===== src/rtl/core/fdtd_pml_pkg.sv =====
// Shared types, widths and codes for the FDTD cell update kernel with an absorbing layer.
// No dependencies; every other file in rtl/core refers to this package by scoped names.
package fdtd_pml_pkg;

    // Field format and derived widths
    localparam int FIELD_WIDTH = 32;
    localparam int CURL_W      = FIELD_WIDTH + 2;
    localparam int SUM_W       = CURL_W + 4;
    localparam int LOSS_W      = 32;
    localparam int GAIN_W      = 18;
    localparam int INV_W       = 17;
    localparam int SIGMA_W     = 16;
    localparam int CMD_W       = 2;
    localparam int MULT_A_W    = SIGMA_W + 1;
    localparam int ARAW_W      = MULT_A_W + LOSS_W;
    localparam int ADIEL_W     = ARAW_W + 1;
    localparam int DEN_W       = 34;
    localparam int REM_W       = DEN_W + 1;
    localparam int Q_W         = 32;
    localparam int COEF_W      = 34;
    localparam int DIV_STAGES  = 16;
    localparam int DIV_STEPS   = Q_W / DIV_STAGES;
    localparam int PO_W        = FIELD_WIDTH + Q_W;
    localparam int PC_W        = CURL_W + COEF_W;

    // Port widths
    localparam int IN_DATA_W   = 200;
    localparam int OUT_DATA_W  = 32;
    localparam int CFG_IDX_W   = 3;
    localparam int CFG_DATA_W  = 32;

    // Commands
    localparam logic [CMD_W-1:0] CMD_HX  = 2'd0;
    localparam logic [CMD_W-1:0] CMD_HZ  = 2'd1;
    localparam logic [CMD_W-1:0] CMD_EY  = 2'd2;
    localparam logic [CMD_W-1:0] CMD_NOP = 2'd3;

    // Register indexes
    localparam logic [CFG_IDX_W-1:0] REG_H_LOSS = 3'd0;
    localparam logic [CFG_IDX_W-1:0] REG_E_LOSS = 3'd1;
    localparam logic [CFG_IDX_W-1:0] REG_H_GAIN = 3'd2;
    localparam logic [CFG_IDX_W-1:0] REG_E_GAIN = 3'd3;
    localparam logic [CFG_IDX_W-1:0] REG_INV    = 3'd4;

    // Reset values and fixed constants
    localparam logic [GAIN_W-1:0] GAIN_RESET = 18'd46341;
    localparam logic [INV_W-1:0]  INV_RESET  = 17'd16804;
    localparam logic [INV_W-1:0]  INV_ONE    = 17'h10000;

    // Register file contents as seen by the datapath
    typedef struct packed {
        logic [LOSS_W-1:0] h_loss;
        logic [LOSS_W-1:0] e_loss;
        logic [GAIN_W-1:0] h_gain;
        logic [GAIN_W-1:0] e_gain;
        logic [INV_W-1:0]  inv;
    } cfg_t;

    // Side payload that rides along the divider
    typedef struct packed {
        logic                          nop;
        logic                          sat;
        logic signed [FIELD_WIDTH-1:0] old;
        logic signed [CURL_W-1:0]      curl;
        logic [GAIN_W-1:0]             gain;
    } item_t;

    // Divider working state
    typedef struct packed {
        logic [DEN_W-1:0] den;
        logic [REM_W-1:0] rem;
        logic [Q_W-1:0]   num;
        logic [Q_W-1:0]   quo;
    } div_t;

endpackage


===== src/rtl/core/fdtd_pml_div.sv =====
// Pipelined restoring divider for absorb = round(2^63 / den), two quotient bits per stage.
// Carries the item payload alongside; depends on fdtd_pml_pkg.
module fdtd_pml_div (
    input  logic                           clk,
    input  logic                           rst_n,
    input  logic                           ce,
    input  logic                           in_valid,
    input  fdtd_pml_pkg::div_t             in_div,
    input  fdtd_pml_pkg::item_t            in_item,
    output logic                           out_valid,
    output logic [fdtd_pml_pkg::Q_W-1:0]   out_quo,
    output fdtd_pml_pkg::item_t            out_item
);

    logic                 valid_reg [fdtd_pml_pkg::DIV_STAGES];
    fdtd_pml_pkg::div_t   div_reg   [fdtd_pml_pkg::DIV_STAGES];
    fdtd_pml_pkg::item_t  item_reg  [fdtd_pml_pkg::DIV_STAGES];

    genvar g;
    generate
        for (g = 0; g < fdtd_pml_pkg::DIV_STAGES; g++)
        begin : g_stage
            logic                            stage_valid;
            fdtd_pml_pkg::div_t              stage_in;
            fdtd_pml_pkg::item_t             stage_item;
            fdtd_pml_pkg::div_t              div_next;
            logic [fdtd_pml_pkg::REM_W-1:0]  trial;

            if (g == 0)
            begin : g_first
                assign stage_valid = in_valid;
                assign stage_in    = in_div;
                assign stage_item  = in_item;
            end
            else
            begin : g_rest
                assign stage_valid = valid_reg[g-1];
                assign stage_in    = div_reg[g-1];
                assign stage_item  = item_reg[g-1];
            end

            // For each quotient bit of the stage, shift in the next numerator bit, subtract the divisor where it fits
            always_comb
            begin
                div_next = stage_in;
                trial    = '0;
                for (int k = 0; k < fdtd_pml_pkg::DIV_STEPS; k++)
                begin
                    trial = {div_next.rem[fdtd_pml_pkg::REM_W-2:0],
                             div_next.num[fdtd_pml_pkg::Q_W-1]};
                    div_next.num = {div_next.num[fdtd_pml_pkg::Q_W-2:0], 1'b0};
                    if (trial >= fdtd_pml_pkg::REM_W'(div_next.den))
                    begin
                        div_next.rem = trial - fdtd_pml_pkg::REM_W'(div_next.den);
                        div_next.quo = {div_next.quo[fdtd_pml_pkg::Q_W-2:0], 1'b1};
                    end
                    else
                    begin
                        div_next.rem = trial;
                        div_next.quo = {div_next.quo[fdtd_pml_pkg::Q_W-2:0], 1'b0};
                    end
                end
            end

            always_ff @(posedge clk or negedge rst_n)
            begin
                if (!rst_n)
                begin
                    valid_reg[g] <= 1'b0;
                end
                else if (ce)
                begin
                    valid_reg[g] <= stage_valid;
                end
            end

            always_ff @(posedge clk)
            begin
                if (ce)
                begin
                    div_reg[g]  <= div_next;
                    item_reg[g] <= stage_item;
                end
            end
        end
    endgenerate

    assign out_valid = valid_reg[fdtd_pml_pkg::DIV_STAGES-1];
    assign out_quo   = div_reg[fdtd_pml_pkg::DIV_STAGES-1].quo;
    assign out_item  = item_reg[fdtd_pml_pkg::DIV_STAGES-1];

`ifndef SYNTHESIS
    // With a divisor between one and two, absorb lands between one half and one.
    assert property (@(posedge clk) disable iff (!rst_n)
        out_valid |-> (out_quo[fdtd_pml_pkg::Q_W-1:fdtd_pml_pkg::Q_W-2] != 2'b00)
            && (!out_quo[fdtd_pml_pkg::Q_W-1] || (out_quo[fdtd_pml_pkg::Q_W-2:0] == '0)))
        else $error("div: absorb out of range");
`endif

endmodule


===== config.mk =====
export PLATFORM = sky130hd
export DESIGN_NAME = fdtd_pml_div
export DESIGN_NICKNAME = d
export VERILOG_FILES = /design/src/rtl/core/fdtd_pml_pkg.sv /design/src/rtl/core/fdtd_pml_div.sv
export SDC_FILE = /design/constraint.sdc
export NUM_CORES = 2
export LEC_CHECK = 0
export BUFFER_PORTS_ARGS = -buffer_cell sky130_fd_sc_hd__buf_2
export CORE_MARGIN = 4
export CORE_UTILIZATION = 60
export DETAILED_ROUTE_END_ITERATION = 7
export PLACE_DENSITY = 0.85
export SYNTH_ARGS = -nofsm -noshare
export SYNTH_HDL_FRONTEND = slang
export SYNTH_SLANG_ARGS = --single-unit
export TNS_END_PERCENT = 100

===== constraint.sdc =====
create_clock -name clk -period 20.6 [get_ports clk]
set_input_delay 4.12 -clock clk [delete_from_list [all_inputs] [get_ports clk]]
set_output_delay 4.12 -clock clk [all_outputs]
set_load 0.005 [all_outputs]

## After elaboration in Yosys (flattened, before gate mapping)

Memories as Yosys holds them, arrays and structs flattened.
Index checks and enable logic that the tools add are counted.
Widths: inputs -> output; s select.

- $lt $le $gt $ge: 32
- Add/sub/neg operators: 32
- Multiplexer cells: 66

Operator list:

| cell | number |
|---|---|
| $ge 35x34->1 | 32 |
| $mux 35 | 16 |
| $sub 35x34->35 | 16 |
| $mux 34 | 16 |
| $sub 34x34->34 | 16 |
| $mux 1 | 34 |

- Memories: 2
- Flip-flop bits (word level): 16
- Input port bits: 223
- Bits in writable memories: 3472
- Output and inout port bits: 119

Memory list:

| name | depth | width | read ports | clocked after memory_dff | write ports | line | source |
|---|---|---|---|---|---|---|---|
| div_reg | 16 | 131 | 16 | 0 | 16 | fdtd_pml_div.sv:16 | `fdtd_pml_pkg::div_t div_reg [fdtd_pml_pkg::DIV_STAGES];` |
| item_reg | 16 | 86 | 16 | 0 | 16 | fdtd_pml_div.sv:17 | `fdtd_pml_pkg::item_t item_reg [fdtd_pml_pkg::DIV_STAGES];` |

## Logic depth before layout (Yosys ltp)

An unclocked memory read counts as a cell.

- Depth in word-level cells: 5
- Mapped depth: 32
- Gate-level depth less buffers: 28

## Worst setup path after synthesis

No wires, ideal clock.

- Path type: input to register
- From: in in_div[100] (netlist bit)
- To: mem div_reg[0][90] (netlist bit), data pin
- Data required time: 20340 ps
- Path slack: 10386 ps
- Data arrival time: 9955 ps
- Cell stages on the path: 29
- Cell sequence: inv_1 -> ha_1 -> nor2b_1 -> o21ai_0 -> a21oi_1 -> o2111ai_1 -> nand3_1 -> nand4_1 -> a311oi_1 -> o22a_1 -> a21oi_1 -> clkbuf_1 -> nor2_1 -> a21oi_1 -> inv_1 -> ha_1 -> nor2b_1 -> o21ai_0 -> nand2b_1 -> a311oi_1 -> o21ai_0 -> a211o_1 -> o221ai_1 -> o21ai_0 -> nand2_1 -> nand2_1 -> a31oi_1 -> buf_2 -> mux2_2

RTL lines:

| element | line | source |
|---|---|---|
| start, declared | fdtd_pml_div.sv:8 | `input fdtd_pml_pkg::div_t in_div,` |
| end, declared | fdtd_pml_div.sv:16 |  |

==> results.md <==
* Worst Path Required at 21.33 ns
* Routed WL at 324000 microns
* Worst setup endpoint: div_reg[0][94]
* Router iterations before antenna repair at 8
* Mean area per synthesized cell at 12.5 sq um
* Ratio of final minimum period to clock period at 53.0%
* Clock-pin slew on the worst setup and hold paths at 0.06 ns
* Vias per cell at between 5 and 6
* Syn. warnings at 0
* Vias at just under 100k
* Die area at around 260000 sq um
* Crit-path max cell delay at about 0.73 ns
* Routed len/inst at roughly 20 microns
* Unrepaired setup endpoints after global routing: false
* # hold bufs at CTS at 0
* Reg2reg setup slack at 11.34 ns
* Std-Cell Rows at ~190
* Clock skew at 0.0842 ns
* Synthesized flop and latch total at 2924
* Status: complete, no violations
* Clock Path Buffers at 4
* Levels on crit path at 27
* Fin crit period at ~11 ns
* Seq/Total Area, Yosys at 57.3%
* Filler cell count at 18400
* Syn Nets at roughly 14000
* Vias in the first global route at between 90000 and 100k
* Post-synth top area share at 57.1%
* Util after Layout at 66.3%
* Cells after synthesis at 12300
* Largest family of logic cells by synthesized area: compound AO/OA/AOI/OAI gates
* Worst EP arrival at around 12 ns
* Final #Nets at 14100
* Post-CTS Resized at 0
* WS Path Type: in -> reg
* Hold_ws at 0.381 ns
* Die Y at a little over 500 microns
* Io pins at 342
* Clock Tree Root: clkbuf_16
* CTS tree: yes
* Core area at ~250000 sq um
* Area of the multi-input gates at 61200 sq um
* Slew headroom at 21.2%
* Xor/xnor cell area share of the yosys netlist at 5.09%
* Worst setup SP type: input port
* EDFF count, synth at 2908
* Die W at 513 microns
* Critical path origin: in_div[100]
* DP Worst Slack at 8.70 ns
* Hold Vio Cnt, Final at 0
* Initial DRC count at 6582
* Total track usage at 24.1%
* Slowest CP cell: a2111oi_0
* IO buf count at a little over 300
* Max-cap violations at 0
* Simple logic cell fraction of the synthesized area at around 7.7%
* Asr flop ratio synth at 0.547%
* Reg2reg path depth at 26
* Pin count of the biggest net entering global routing at 198
* Number of setup violations in the final report at 0
* Top-count cell post-synth: edfxtp_1
* Setup repair bufs after CTS at 0
* CTS Buf Count at 316
* Post-synthesis compound-gate area fraction at a little over an eighth
* Synth cell count leaders: edfxtp_1 (2908), ha_1 (1088), a21oi_1 (1048), inv_1 (826), nor2_1 (702)
* Synth area leader: edfxtp_1
* First-pass GRT wire length at between 500000 and 600000 microns
* Worst skew pair latency at slightly below 1 ns
* Grt total ovfl at 0
* Starting Density at 60.3%
* RR Endpoint: div_reg[0][735]
* FF/Latch Area at 87700 sq um
* Synth Flop Type: edfxtp_1
* Hold crit path type: reg -> reg
* PnR worst setup slack at about 9.7 ns
* Reg2reg start: div_reg[0][631]
* Initial antenna violation count at 8
* Setup TNS at 0 ns
* Crit end category: register
* H-tree level count at 5
* RD Place Congestion at 0.980
* Synth top area cells: edfxtp_1 (57%), ha_1 (8.9%), mux2_2 (4.5%)
* Library cells used by synthesis at 98
* Clock Sinks at around 2900
* Netlist Area Pre-Place at ~150000 sq um
* Synth-to-layout area growth at 10.1%
* Slew @ Worst Pin at ~1.2 ns
* DRT antenna net count at 0
* DRC violations left at 0
* Slew Limit Fails at 0
* Detail Placement HPWL at 237000 microns
* Max reg flops at about 1500
* Share of layout cells above drive strength 1 at about an eighth
* Peak Freq at just over 90 MHz
* Mux cell area share after synthesis at roughly 4.8%
* Critical path buffer and inverter count at 3
* CP top delay family: compound AO/OA/AOI/OAI gates
* Largest fanout on the critical path at 53
* Adder-Cell Fraction of Synth Area at 9.30%
[worst min-delay path by stage]
stage	startpoint	to	slack [ns]	cells past startpoint
after global placement	item_reg[1][282]	item_reg[1][368]	0.40	0
after global routing	item_reg[1][557]	item_reg[1][643]	0.38	0
after CTS	item_reg[0][344]	item_reg[0][430]	0.38	0
after detailed placement	div_reg[0][165]	div_reg[0][298]	0.40	0
after floorplan	div_reg[0][0]	div_reg[0][133]	0.40	0
final	item_reg[0][327]	item_reg[0][413]	0.38	0
[stage by stage]
stage          area, sq um  instances
2_1_floorplan       153000      12300
3_5_place_dp        158000      15800
3_3_place_gp        158000      15800
4_1_cts             168000      16300
5_1_grt             168000      16300
6_report            168000      16300
[cell usage in the layout (no fill, tap or decap), types with 33 or more instances in the layout]
cell type / netlist / final
edfxtp_1: 2908 / 2908
ha_1: 1088 / 1088
a21oi_1: 1048 / 1046
inv_1: 826 / 826
nor2_1: 702 / 701
o21ai_0: 675 / 673
nand2_1: 636 / 636
xnor2_1: 612 / 612
mux2_2: 611 / 611
a21o_1: 513 / 512
clkbuf_16: 0 / 320
buf_2: 38 / 307
xor2_1: 277 / 277
nand3_1: 187 / 187
nor2b_1: 160 / 160
o21a_1: 153 / 153
nand4_1: 147 / 147
nor3_1: 136 / 135
nand2b_1: 133 / 133
o21bai_1: 133 / 133
and3_1: 99 / 99
a31oi_1: 79 / 78
buf_4: 35 / 74
a211oi_1: 63 / 63
o31ai_1: 62 / 62
clkinv_1: 1 / 57
clkbuf_1: 163 / 55
and2_1: 43 / 43
nor4_1: 44 / 43
mux2i_1: 42 / 42
or3_1: 40 / 40
clkinv_2: 0 / 39
o31a_1: 33 / 33
o211ai_1: 33 / 33
a221oi_1: 33 / 33
[metal layers]
layer	GRT usage, %	up-vias	part of all wire (%)
li1	-	47100	-
met1	28.8	46200	40
met2	43.4	2387	51
met3	2.70	763	3.7
met4	11.6	0	5.2
met5	0	-	0
[cell type report]
| type | instances | share of cell area (%) |
|---|---|---|
| Antenna cell | 8 | 0.0119 |
| Clock buffer | 375 | 4.88 |
| Multi-Input combinational cell | 8269 | 36.3 |
| Tap cell | 3366 | 2.50 |
| Timing Repair Buffer | 387 | 1.31 |
| Sequential cell | 2924 | 52.1 |
| Inverter | 830 | 1.85 |
| Clock inverter | 172 | 1.04 |
[cells by family (layout without fill, tap and decap cells)]
family,after synthesis,count (layout)
fa+ha+maj,1119,1119
simple gates,2447,2447
mux,656,656
flops,2924,2924
buf+inv,1082,1764
compound gates,3158,3158
other cells,0,8
xor+xnor,889,889
Power is left out: the tool's default activity adds up to more than one toggle a clock period on the data nets, which glitch-free logic cannot reach.
