`config.mk`:
```
export PLATFORM = sky130hd
export DESIGN_NAME = fdtd_pml_front
export DESIGN_NICKNAME = d
export VERILOG_FILES = /design/src/rtl/core/fdtd_pml_pkg.sv /design/src/rtl/core/fdtd_pml_front.sv
export SDC_FILE = /design/constraint.sdc
export NUM_CORES = 2
export LEC_CHECK = 0
export BUFFER_PORTS_ARGS = -buffer_cell sky130_fd_sc_hd__clkbuf_2
export CAP_MARGIN = 20
export CORE_ASPECT_RATIO = 0.6
export CORE_MARGIN = 2
export CORE_UTILIZATION = 30
export DETAILED_ROUTE_END_ITERATION = 12
export MAX_ROUTING_LAYER = met4
export PLACE_DENSITY_LB_ADDON = 0.12
export SLEW_MARGIN = 10
export SYNTH_ARGS = -nofsm -noshare
export SYNTH_HDL_FRONTEND = slang
export SYNTH_SLANG_ARGS = --single-unit
```
`constraint.sdc`:
```
create_clock -name clk -period 20.7 [get_ports clk]
set_input_delay 1.035 -clock clk [delete_from_list [all_inputs] [get_ports clk]]
set_output_delay 1.035 -clock clk [all_outputs]
set_load 0.01 [all_outputs]
```
`src/rtl/core/fdtd_pml_pkg.sv`:
```
// Shared types, widths and codes for the FDTD cell update kernel with an absorbing layer.
// No dependencies; every other file in rtl/core refers to this package by scoped names.
package fdtd_pml_pkg;

    // Field format and derived widths
    localparam int FIELD_WIDTH = 32;
    localparam int CURL_W      = FIELD_WIDTH + 2;
    localparam int SUM_W       = CURL_W + 4;
    localparam int LOSS_W      = 32;
    localparam int GAIN_W      = 18;
    localparam int INV_W       = 17;
    localparam int SIGMA_W     = 16;
    localparam int CMD_W       = 2;
    localparam int MULT_A_W    = SIGMA_W + 1;
    localparam int ARAW_W      = MULT_A_W + LOSS_W;
    localparam int ADIEL_W     = ARAW_W + 1;
    localparam int DEN_W       = 34;
    localparam int REM_W       = DEN_W + 1;
    localparam int Q_W         = 32;
    localparam int COEF_W      = 34;
    localparam int DIV_STAGES  = 16;
    localparam int DIV_STEPS   = Q_W / DIV_STAGES;
    localparam int PO_W        = FIELD_WIDTH + Q_W;
    localparam int PC_W        = CURL_W + COEF_W;

    // Port widths
    localparam int IN_DATA_W   = 200;
    localparam int OUT_DATA_W  = 32;
    localparam int CFG_IDX_W   = 3;
    localparam int CFG_DATA_W  = 32;

    // Commands
    localparam logic [CMD_W-1:0] CMD_HX  = 2'd0;
    localparam logic [CMD_W-1:0] CMD_HZ  = 2'd1;
    localparam logic [CMD_W-1:0] CMD_EY  = 2'd2;
    localparam logic [CMD_W-1:0] CMD_NOP = 2'd3;

    // Register indexes
    localparam logic [CFG_IDX_W-1:0] REG_H_LOSS = 3'd0;
    localparam logic [CFG_IDX_W-1:0] REG_E_LOSS = 3'd1;
    localparam logic [CFG_IDX_W-1:0] REG_H_GAIN = 3'd2;
    localparam logic [CFG_IDX_W-1:0] REG_E_GAIN = 3'd3;
    localparam logic [CFG_IDX_W-1:0] REG_INV    = 3'd4;

    // Reset values and fixed constants
    localparam logic [GAIN_W-1:0] GAIN_RESET = 18'd46341;
    localparam logic [INV_W-1:0]  INV_RESET  = 17'd16804;
    localparam logic [INV_W-1:0]  INV_ONE    = 17'h10000;

    // Register file contents as seen by the datapath
    typedef struct packed {
        logic [LOSS_W-1:0] h_loss;
        logic [LOSS_W-1:0] e_loss;
        logic [GAIN_W-1:0] h_gain;
        logic [GAIN_W-1:0] e_gain;
        logic [INV_W-1:0]  inv;
    } cfg_t;

    // Side payload that rides along the divider
    typedef struct packed {
        logic                          nop;
        logic                          sat;
        logic signed [FIELD_WIDTH-1:0] old;
        logic signed [CURL_W-1:0]      curl;
        logic [GAIN_W-1:0]             gain;
    } item_t;

    // Divider working state
    typedef struct packed {
        logic [DEN_W-1:0] den;
        logic [REM_W-1:0] rem;
        logic [Q_W-1:0]   num;
        logic [Q_W-1:0]   quo;
    } div_t;

endpackage

```
`src/rtl/core/fdtd_pml_front.sv`:
```
// Front end: loss term, curl, dielectric scaling and divider setup in three stages.
// Depends on fdtd_pml_pkg.
module fdtd_pml_front (
    input  logic                                      clk,
    input  logic                                      rst_n,
    input  logic                                      ce,
    input  logic                                      in_valid,
    input  logic [fdtd_pml_pkg::CMD_W-1:0]            command,
    input  logic signed [fdtd_pml_pkg::FIELD_WIDTH-1:0] old_value,
    input  logic signed [fdtd_pml_pkg::FIELD_WIDTH-1:0] field_a,
    input  logic signed [fdtd_pml_pkg::FIELD_WIDTH-1:0] field_b,
    input  logic signed [fdtd_pml_pkg::FIELD_WIDTH-1:0] field_c,
    input  logic signed [fdtd_pml_pkg::FIELD_WIDTH-1:0] field_d,
    input  logic [fdtd_pml_pkg::SIGMA_W-1:0]          sigma_x,
    input  logic [fdtd_pml_pkg::SIGMA_W-1:0]          sigma_y,
    input  logic                                      in_dielectric,
    input  fdtd_pml_pkg::cfg_t                        cfg,
    output logic                                      out_valid,
    output fdtd_pml_pkg::div_t                        out_div,
    output fdtd_pml_pkg::item_t                       out_item
);

    // Stage 1 registers
    logic                                        s1_valid_reg;
    logic [fdtd_pml_pkg::CMD_W-1:0]              s1_cmd_reg;
    logic                                        s1_diel_reg;
    logic [fdtd_pml_pkg::ARAW_W-1:0]             s1_a_reg;
    logic [fdtd_pml_pkg::ARAW_W-1:0]             s1_a_next;
    logic signed [fdtd_pml_pkg::CURL_W-1:0]      s1_curl_reg;
    logic signed [fdtd_pml_pkg::CURL_W-1:0]      s1_curl_next;
    logic signed [fdtd_pml_pkg::FIELD_WIDTH-1:0] s1_old_reg;
    logic [fdtd_pml_pkg::MULT_A_W-1:0]           mult_a;
    logic [fdtd_pml_pkg::LOSS_W-1:0]             mult_b;
    logic signed [fdtd_pml_pkg::CURL_W-1:0]      diff_ab;
    logic signed [fdtd_pml_pkg::CURL_W-1:0]      diff_cd;

    // Stage 2 registers
    logic                                        s2_valid_reg;
    logic                                        s2_nop_reg;
    logic [fdtd_pml_pkg::ADIEL_W-1:0]            s2_a_reg;
    logic [fdtd_pml_pkg::ADIEL_W-1:0]            s2_a_next;
    logic [fdtd_pml_pkg::GAIN_W-1:0]             s2_gain_reg;
    logic [fdtd_pml_pkg::GAIN_W-1:0]             s2_gain_next;
    logic signed [fdtd_pml_pkg::CURL_W-1:0]      s2_curl_reg;
    logic signed [fdtd_pml_pkg::FIELD_WIDTH-1:0] s2_old_reg;
    logic [fdtd_pml_pkg::ARAW_W+fdtd_pml_pkg::INV_W-1:0] a_scaled;
    logic [fdtd_pml_pkg::GAIN_W+fdtd_pml_pkg::INV_W-1:0] g_scaled;
    logic                                        use_diel;

    // Stage 3 registers
    logic                                        s3_valid_reg;
    fdtd_pml_pkg::div_t                          s3_div_reg;
    fdtd_pml_pkg::div_t                          s3_div_next;
    fdtd_pml_pkg::item_t                         s3_item_reg;
    logic                                        a_over;
    logic [fdtd_pml_pkg::DEN_W-1:0]              a_clip;

    // Stage 1: select the conductivity and loss factors, form the curl
    always_comb
    begin
        case (command)
            fdtd_pml_pkg::CMD_HX:
            begin
                mult_a = fdtd_pml_pkg::MULT_A_W'(sigma_x);
                mult_b = cfg.h_loss;
            end
            fdtd_pml_pkg::CMD_EY:
            begin
                mult_a = fdtd_pml_pkg::MULT_A_W'(sigma_x) + fdtd_pml_pkg::MULT_A_W'(sigma_y);
                mult_b = cfg.e_loss;
            end
            default:
            begin
                mult_a = fdtd_pml_pkg::MULT_A_W'(sigma_y);
                mult_b = cfg.h_loss;
            end
        endcase
    end

    assign s1_a_next = fdtd_pml_pkg::ARAW_W'(mult_a) * fdtd_pml_pkg::ARAW_W'(mult_b);
    assign diff_ab   = fdtd_pml_pkg::CURL_W'(field_a) - fdtd_pml_pkg::CURL_W'(field_b);
    assign diff_cd   = fdtd_pml_pkg::CURL_W'(field_c) - fdtd_pml_pkg::CURL_W'(field_d);

    always_comb
    begin
        case (command)
            fdtd_pml_pkg::CMD_HX: s1_curl_next = -diff_ab;
            fdtd_pml_pkg::CMD_EY: s1_curl_next = diff_ab - diff_cd;
            default:              s1_curl_next = diff_ab;
        endcase
    end

    // Stage 2: for Ey updates in dielectric cells, scale loss and gain by 1/eps_r, rounding half up
    assign use_diel = (s1_cmd_reg == fdtd_pml_pkg::CMD_EY) && s1_diel_reg;
    assign a_scaled = (fdtd_pml_pkg::ARAW_W+fdtd_pml_pkg::INV_W)'(s1_a_reg) * cfg.inv
                      + (fdtd_pml_pkg::ARAW_W+fdtd_pml_pkg::INV_W)'(17'h08000);
    assign g_scaled = (fdtd_pml_pkg::GAIN_W+fdtd_pml_pkg::INV_W)'(cfg.e_gain) * cfg.inv
                      + (fdtd_pml_pkg::GAIN_W+fdtd_pml_pkg::INV_W)'(17'h08000);

    always_comb
    begin
        if (use_diel)
        begin
            s2_a_next    = a_scaled[16 +: fdtd_pml_pkg::ADIEL_W];
            s2_gain_next = g_scaled[16 +: fdtd_pml_pkg::GAIN_W];
        end
        else
        begin
            s2_a_next    = fdtd_pml_pkg::ADIEL_W'(s1_a_reg);
            s2_gain_next = (s1_cmd_reg == fdtd_pml_pkg::CMD_EY) ? cfg.e_gain : cfg.h_gain;
        end
    end

    // Stage 3: clip the loss at one and set up the rounded reciprocal division
    assign a_over = s2_a_reg > fdtd_pml_pkg::ADIEL_W'(64'h1_0000_0000);
    assign a_clip = a_over ? fdtd_pml_pkg::DEN_W'(64'h1_0000_0000)
                           : fdtd_pml_pkg::DEN_W'(s2_a_reg[32:0]);

    always_comb
    begin
        s3_div_next.den = fdtd_pml_pkg::DEN_W'(64'h1_0000_0000) + a_clip;
        s3_div_next.rem = fdtd_pml_pkg::REM_W'(64'h8000_0000)
                          + fdtd_pml_pkg::REM_W'(s3_div_next.den[fdtd_pml_pkg::DEN_W-1]);
        s3_div_next.num = s3_div_next.den[fdtd_pml_pkg::Q_W:1];
        s3_div_next.quo = '0;
    end

    // Valid bits
    always_ff @(posedge clk or negedge rst_n)
    begin
        if (!rst_n)
        begin
            s1_valid_reg <= 1'b0;
            s2_valid_reg <= 1'b0;
            s3_valid_reg <= 1'b0;
        end
        else if (ce)
        begin
            s1_valid_reg <= in_valid;
            s2_valid_reg <= s1_valid_reg;
            s3_valid_reg <= s2_valid_reg;
        end
    end

    // Payload registers
    always_ff @(posedge clk)
    begin
        if (ce)
        begin
            s1_cmd_reg       <= command;
            s1_diel_reg      <= in_dielectric;
            s1_a_reg         <= s1_a_next;
            s1_curl_reg      <= s1_curl_next;
            s1_old_reg       <= old_value;
            s2_nop_reg       <= (s1_cmd_reg == fdtd_pml_pkg::CMD_NOP);
            s2_a_reg         <= s2_a_next;
            s2_gain_reg      <= s2_gain_next;
            s2_curl_reg      <= s1_curl_reg;
            s2_old_reg       <= s1_old_reg;
            s3_div_reg       <= s3_div_next;
            s3_item_reg.nop  <= s2_nop_reg;
            s3_item_reg.sat  <= a_over;
            s3_item_reg.old  <= s2_old_reg;
            s3_item_reg.curl <= s2_curl_reg;
            s3_item_reg.gain <= s2_gain_reg;
        end
    end

    assign out_valid = s3_valid_reg;
    assign out_div   = s3_div_reg;
    assign out_item  = s3_item_reg;

`ifndef SYNTHESIS
    // The divisor handed to the divider always lies between one and two.
    assert property (@(posedge clk) disable iff (!rst_n)
        s3_valid_reg |-> (s3_div_reg.den[fdtd_pml_pkg::DEN_W-1:fdtd_pml_pkg::DEN_W-2] != 2'b00)
            && (!s3_div_reg.den[fdtd_pml_pkg::DEN_W-1] || (s3_div_reg.den[32:0] == '0)))
        else $error("front: divisor out of range");
`endif

endmodule

```
==> Word-level counts from Yosys, hierarchy flattened <==
Index checks and enable logic that the tools add are counted.
{ "totals": {"ff_bits": 443, "word_cells": 47} }
{ "classes": {"addsub": 9, "multipliers": 3, "order_cmp": 1, "n_eq_ne": 3, "mux": 7, "reduce_logical": 2} }
{ "op_table": {"columns": ["cell", "n"], "rows": [
  ["34-bit case mux with 2 select lines", 1],
  ["66-bit by 16-bit adder with 66-bit output, second input constant", 1],
  ["49-bit by 17-bit multiplier with 66-bit output", 1],
  ["32-bit by 32-bit subtractor with 33-bit output", 2],
  ["50-bit by 33-bit greater-than comparator with 1-bit output, second input constant", 1],
  ["17-bit by 32-bit multiplier with 49-bit output", 1],
  ["49-bit 2-to-1 mux", 1],
  ["18-bit 2-to-1 mux", 2],
  ["33-bit by 33-bit adder with 34-bit output, first input constant", 1],
  ["34-bit by 16-bit adder with 34-bit output, second input constant", 1],
  ["18-bit by 17-bit multiplier with 34-bit output", 1],
  ["33-bit negation with 34-bit output", 1],
  ["17-bit case mux with 2 select lines", 1],
  ["33-bit by 33-bit subtractor with 34-bit output", 1],
  ["32-bit by 1-bit adder with 33-bit output, first input constant", 1],
  ["33-bit 2-to-1 mux", 1],
  ["32-bit 2-to-1 mux", 1],
  ["16-bit by 16-bit adder with 17-bit output", 1],
  ["2-bit equality test, second input constant", 3],
  ["2-bit zero test", 1],
  ["1-bit logical AND", 1]
]} }

==> Logic depth before layout (Yosys ltp) <==
{ "depth": {"depth_word": 4, "depth_mapped": 41, "depth_no_buf": 39} }

==> Least setup slack after synthesis <==
OpenSTA, ideal clock, no wires.
{ "synth_path": {"kind": "in2reg", "from": "input sigma_x[0] (netlist bit)", "to": "register s1_a_reg[48] (netlist bit), data pin", "arrival_ns": 9.237, "setup_slack_ns": 11.200, "cell_stages": 39, "n_path_buf": 2, "path_cell_list": "ha_1 inv_1 fa_1 nor2b_1 o21ai_0 a21boi_0 o21ai_0 a21boi_0 o21bai_1 a21boi_0 o21a_1 or3_1 a311oi_1 nor2_1 clkbuf_1 nand2_1 fa_1 inv_1 [3 not listed] fa_1 inv_1 fa_1 inv_1 ha_1 a21o_1 a21o_1 a21oi_1 o21ai_0 nand2b_1 o41ai_1 o31ai_1 o211ai_1 and2_1 clkbuf_1 a22o_1 a221oi_1 xnor2_1"} }
{ "synth_between": {"elab_chain_len": 3} }
{ "synth_rtl": {"columns": ["element", "line", "text"], "rows": [
  ["from (decl)", "fdtd_pml_front.sv:14", "input logic [fdtd_pml_pkg::SIGMA_W-1:0] sigma_x,"],
  ["16-bit by 16-bit adder with 17-bit output", "fdtd_pml_front.sv:69", "mult_a = fdtd_pml_pkg::MULT_A_W'(sigma_x) + fdtd_pml_pkg::MULT_A_W'(sigma_y);"],
  ["17-bit case mux with 2 select lines (*)", "fdtd_pml_front.sv:61", "case (command)"],
  ["17-bit by 32-bit multiplier with 49-bit output (*)", "fdtd_pml_front.sv:80", "assign s1_a_next = fdtd_pml_pkg::ARAW_W'(mult_a) * fdtd_pml_pkg::ARAW_W'(mult_b);"],
  ["net s1_a_next (one bit)", "fdtd_pml_front.sv:28", "logic [fdtd_pml_pkg::ARAW_W-1:0] s1_a_next;"],
  ["to (signal assigned)", "fdtd_pml_front.sv:152", "s1_a_reg <= s1_a_next;"],
  ["to (decl)", "fdtd_pml_front.sv:27", "logic [fdtd_pml_pkg::ARAW_W-1:0] s1_a_reg;"]
]} }
The timed path passes the listed nets; every way through them passes the cells marked *.
A chain may end at the register's enable or synchronous reset.

==> Worst setup path in the final report <==
{ "layout_path": {"from": "input sigma_x[0] (netlist bit)", "to": "register s1_a_reg[47] (netlist bit), data pin"} }
Same word-level chain as after synthesis.

==> metrics.txt <==
status finished, final reports clean; CTS tree yes; crit-path max FO 11; Worst-Margin Slew 1.204 ns; Synth cell types 104; Seq/Total Area, Yosys 15.76%; Seq cells post-synth 376; DP HPWL 182,600 um; EDFF count, synth 373; Avg WL per Cell 21.31 um; drt pass-1 iters 6; crit path capture s1_a_reg[47]; routed vias 52,075; Max stage delay cell, worst path a21oi_1; antenna violations before repair 27; share of cells above drive strength 1 9.372%; CP Launch Type primary input; Final Max Slew Viols 0; Clk pin slew, worst setup/hold paths 0.07 ns; antenna viol nets, final 0; io pins 536; post-CTS resize count 0; worst reg2reg path startpoint s1_a_reg[23]; max incr delay on CP 0.76 ns; placer congestion estimate 0.8921; final number of setup-violating endpoints 0; FF-to-FF End s2_a_reg[46]; final wirelength 235,400 um; buffer count from post-CTS setup fixing 0; Yosys top cell area share 39.89%; Avg Inst Size Synth 9.374 sq um; number of flip-flops under the largest register name 86; hold_buf cts 0; maximum clock frequency 93.05 MHz; clk buf depth 3; Layout area overhead 9.648%; RSZ-0062 raised after global routing false; CTS H-tree depth 2; crit-path leading delay family compound AO/OA/AOI/OAI gates; first-pass GRT wire length 358,800 um; top post-synthesis cells by area fa_1 40%, edfxtp_1 16%, ha_1 8.7%, inv_1 8.3%, nand2_1 7.3%; Die Area 242,600 sq um; flop2flop setup slack 11.83 ns; Top FF cell, synth edfxtp_1; gr usage total 20.33%; number of remaining DRC errors 0; GRT Residual Overflow 0; floorplan die height 382.3 um; largest net degree at the start of global routing 116; buffer and inverter count on the worst path 6; largest area contributor in the netlist fa_1; PortBufs 469; number of CTS-inserted buffers 48; CP arrival 11.21 ns; Warnings, synthesis 0; min Tclk post-route 10.75 ns; Syn Std Cell Area 71,560 sq um; Post-Syn Instances 7,634; TNS Setup 0 ns; CP startpoint sigma_x[0]; Async SR Flop Fraction 0.7979%; number of nets in the layout 10,092; clock sink count 376; Initial Util 30.25%; Setup Skew 0.08438 ns; most used cell, CP fa_1; CP Capture Type register; Reg2Reg Depth 23; Crit path depth 39; Hold WC Path Type primary input to async pin; Final Hold Viols 0; Worst EP required 21.16 ns; FP Rows 138; Core Region 236,600 sq um; die width 634.5 um; vias per cell 4.713; max_slew headroom 19.71%; max-cap violations 0; final worst path period share 51.92%; number of global-route vias before repair 55,272; Initial DRC Count 3,521; Setup Crit Path Kind primary input to register; Worst-Skew Late Latency 0.72 ns; Root Driver clkbuf_16
synth_stat cells, types with 22 or more instances:
cell type,number
inv_1,1586
fa_1,1426
nand2_1,1396
ha_1,500
and2_1,454
edfxtp_1,373
clkbuf_1,364
a21oi_1,186
nor2_1,181
o21ai_0,161
xnor2_1,109
a21o_1,106
buf_4,99
and3_1,71
xor2_1,64
nand3_1,39
nor3_1,39
nor2b_1,35
mux2i_1,34
nand2b_1,29
nand4_1,27
o21a_1,24
a31oi_1,22
o21ai_1,22
per-layer routing:
metal | routed length [um] | share of wire (%) | up-vias | GRT usage, %
li1 | - | - | 23488 | -
met3 | 16600 | 7.1 | 197 | 4.105
met1 | 116900 | 50 | 26901 | 30.03
met5 | 0 | 0 | - | -
met2 | 98070 | 42 | 1489 | 28.91
met4 | 3886 | 1.7 | 0 | 3.335
per-stage QoR:
step	setup WS [ns]	utilization (%)	hold WS (ns)	area, sq um	cells
finish	9.953	33.17	0.1271	78460	11049
floorplan	11.20	-	0.4003	71800	7698
global route	9.418	33.16	0.07171	78450	11045
CTS	10.18	33.15	0.05169	78410	11033
detailed placement	9.432	32.48	0.4045	76830	10948
global placement	9.505	32.48	0.4001	76830	10948
cells by family after synthesis:
logic type      after synthesis  share of synthesized area, %
simple gates               2350                         15.10
flops                       376                         15.76
buf+inv                    2067                         11.46
compound gates              698                         6.302
other cells                   2                       0.01050
xor+xnor                    175                         2.163
fa+ha+maj                  1926                         48.64
mux                          40                        0.5753
worst min-delay path by stage:
stage / endpoint / cells after the start / slack (ns) / start
6_report: s1_valid_reg / 1 / 0.13 / rst_n
5_1_grt: s2_valid_reg / 1 / 0.07 / rst_n
4_1_cts: out_valid / 1 / 0.05 / rst_n
3_5_place_dp: out_item[76] / 0 / 0.40 / s2_old_reg[24]
3_3_place_gp: out_item[40] / 0 / 0.40 / s2_curl_reg[22]
2_1_floorplan: out_item[0] / 0 / 0.40 / s2_gain_reg[0]
layout make-up:
class	instances	area, sq um
Clock buffer	53	1220
Antenna cell	14	35.03
Timing Repair Buffer	580	3216
Inverter	1589	5964
Clock inverter	32	361.6
Fill cell	24600	158100
Sequential cell	376	11280
Multi-Input combinational cell	5255	52450
Tap cell	3150	3941
layout by cell type (no fill, tap or decap), types with 64 or more instances in the layout:
cell type and count:
nor2_1 178, xor2_1 64, o21ai_0 159, nand2_1 1394
buf_4 115, and2_1 454, clkbuf_2 463, ha_1 500
a21oi_1 184, edfxtp_1 373, and3_1 71, inv_1 1586
fa_1 1426, conb_1 66, a21o_1 106, xnor2_1 109
Power is not shown: default switching activity piles up to over one toggle a cycle in this logic, so the estimate is an artifact.
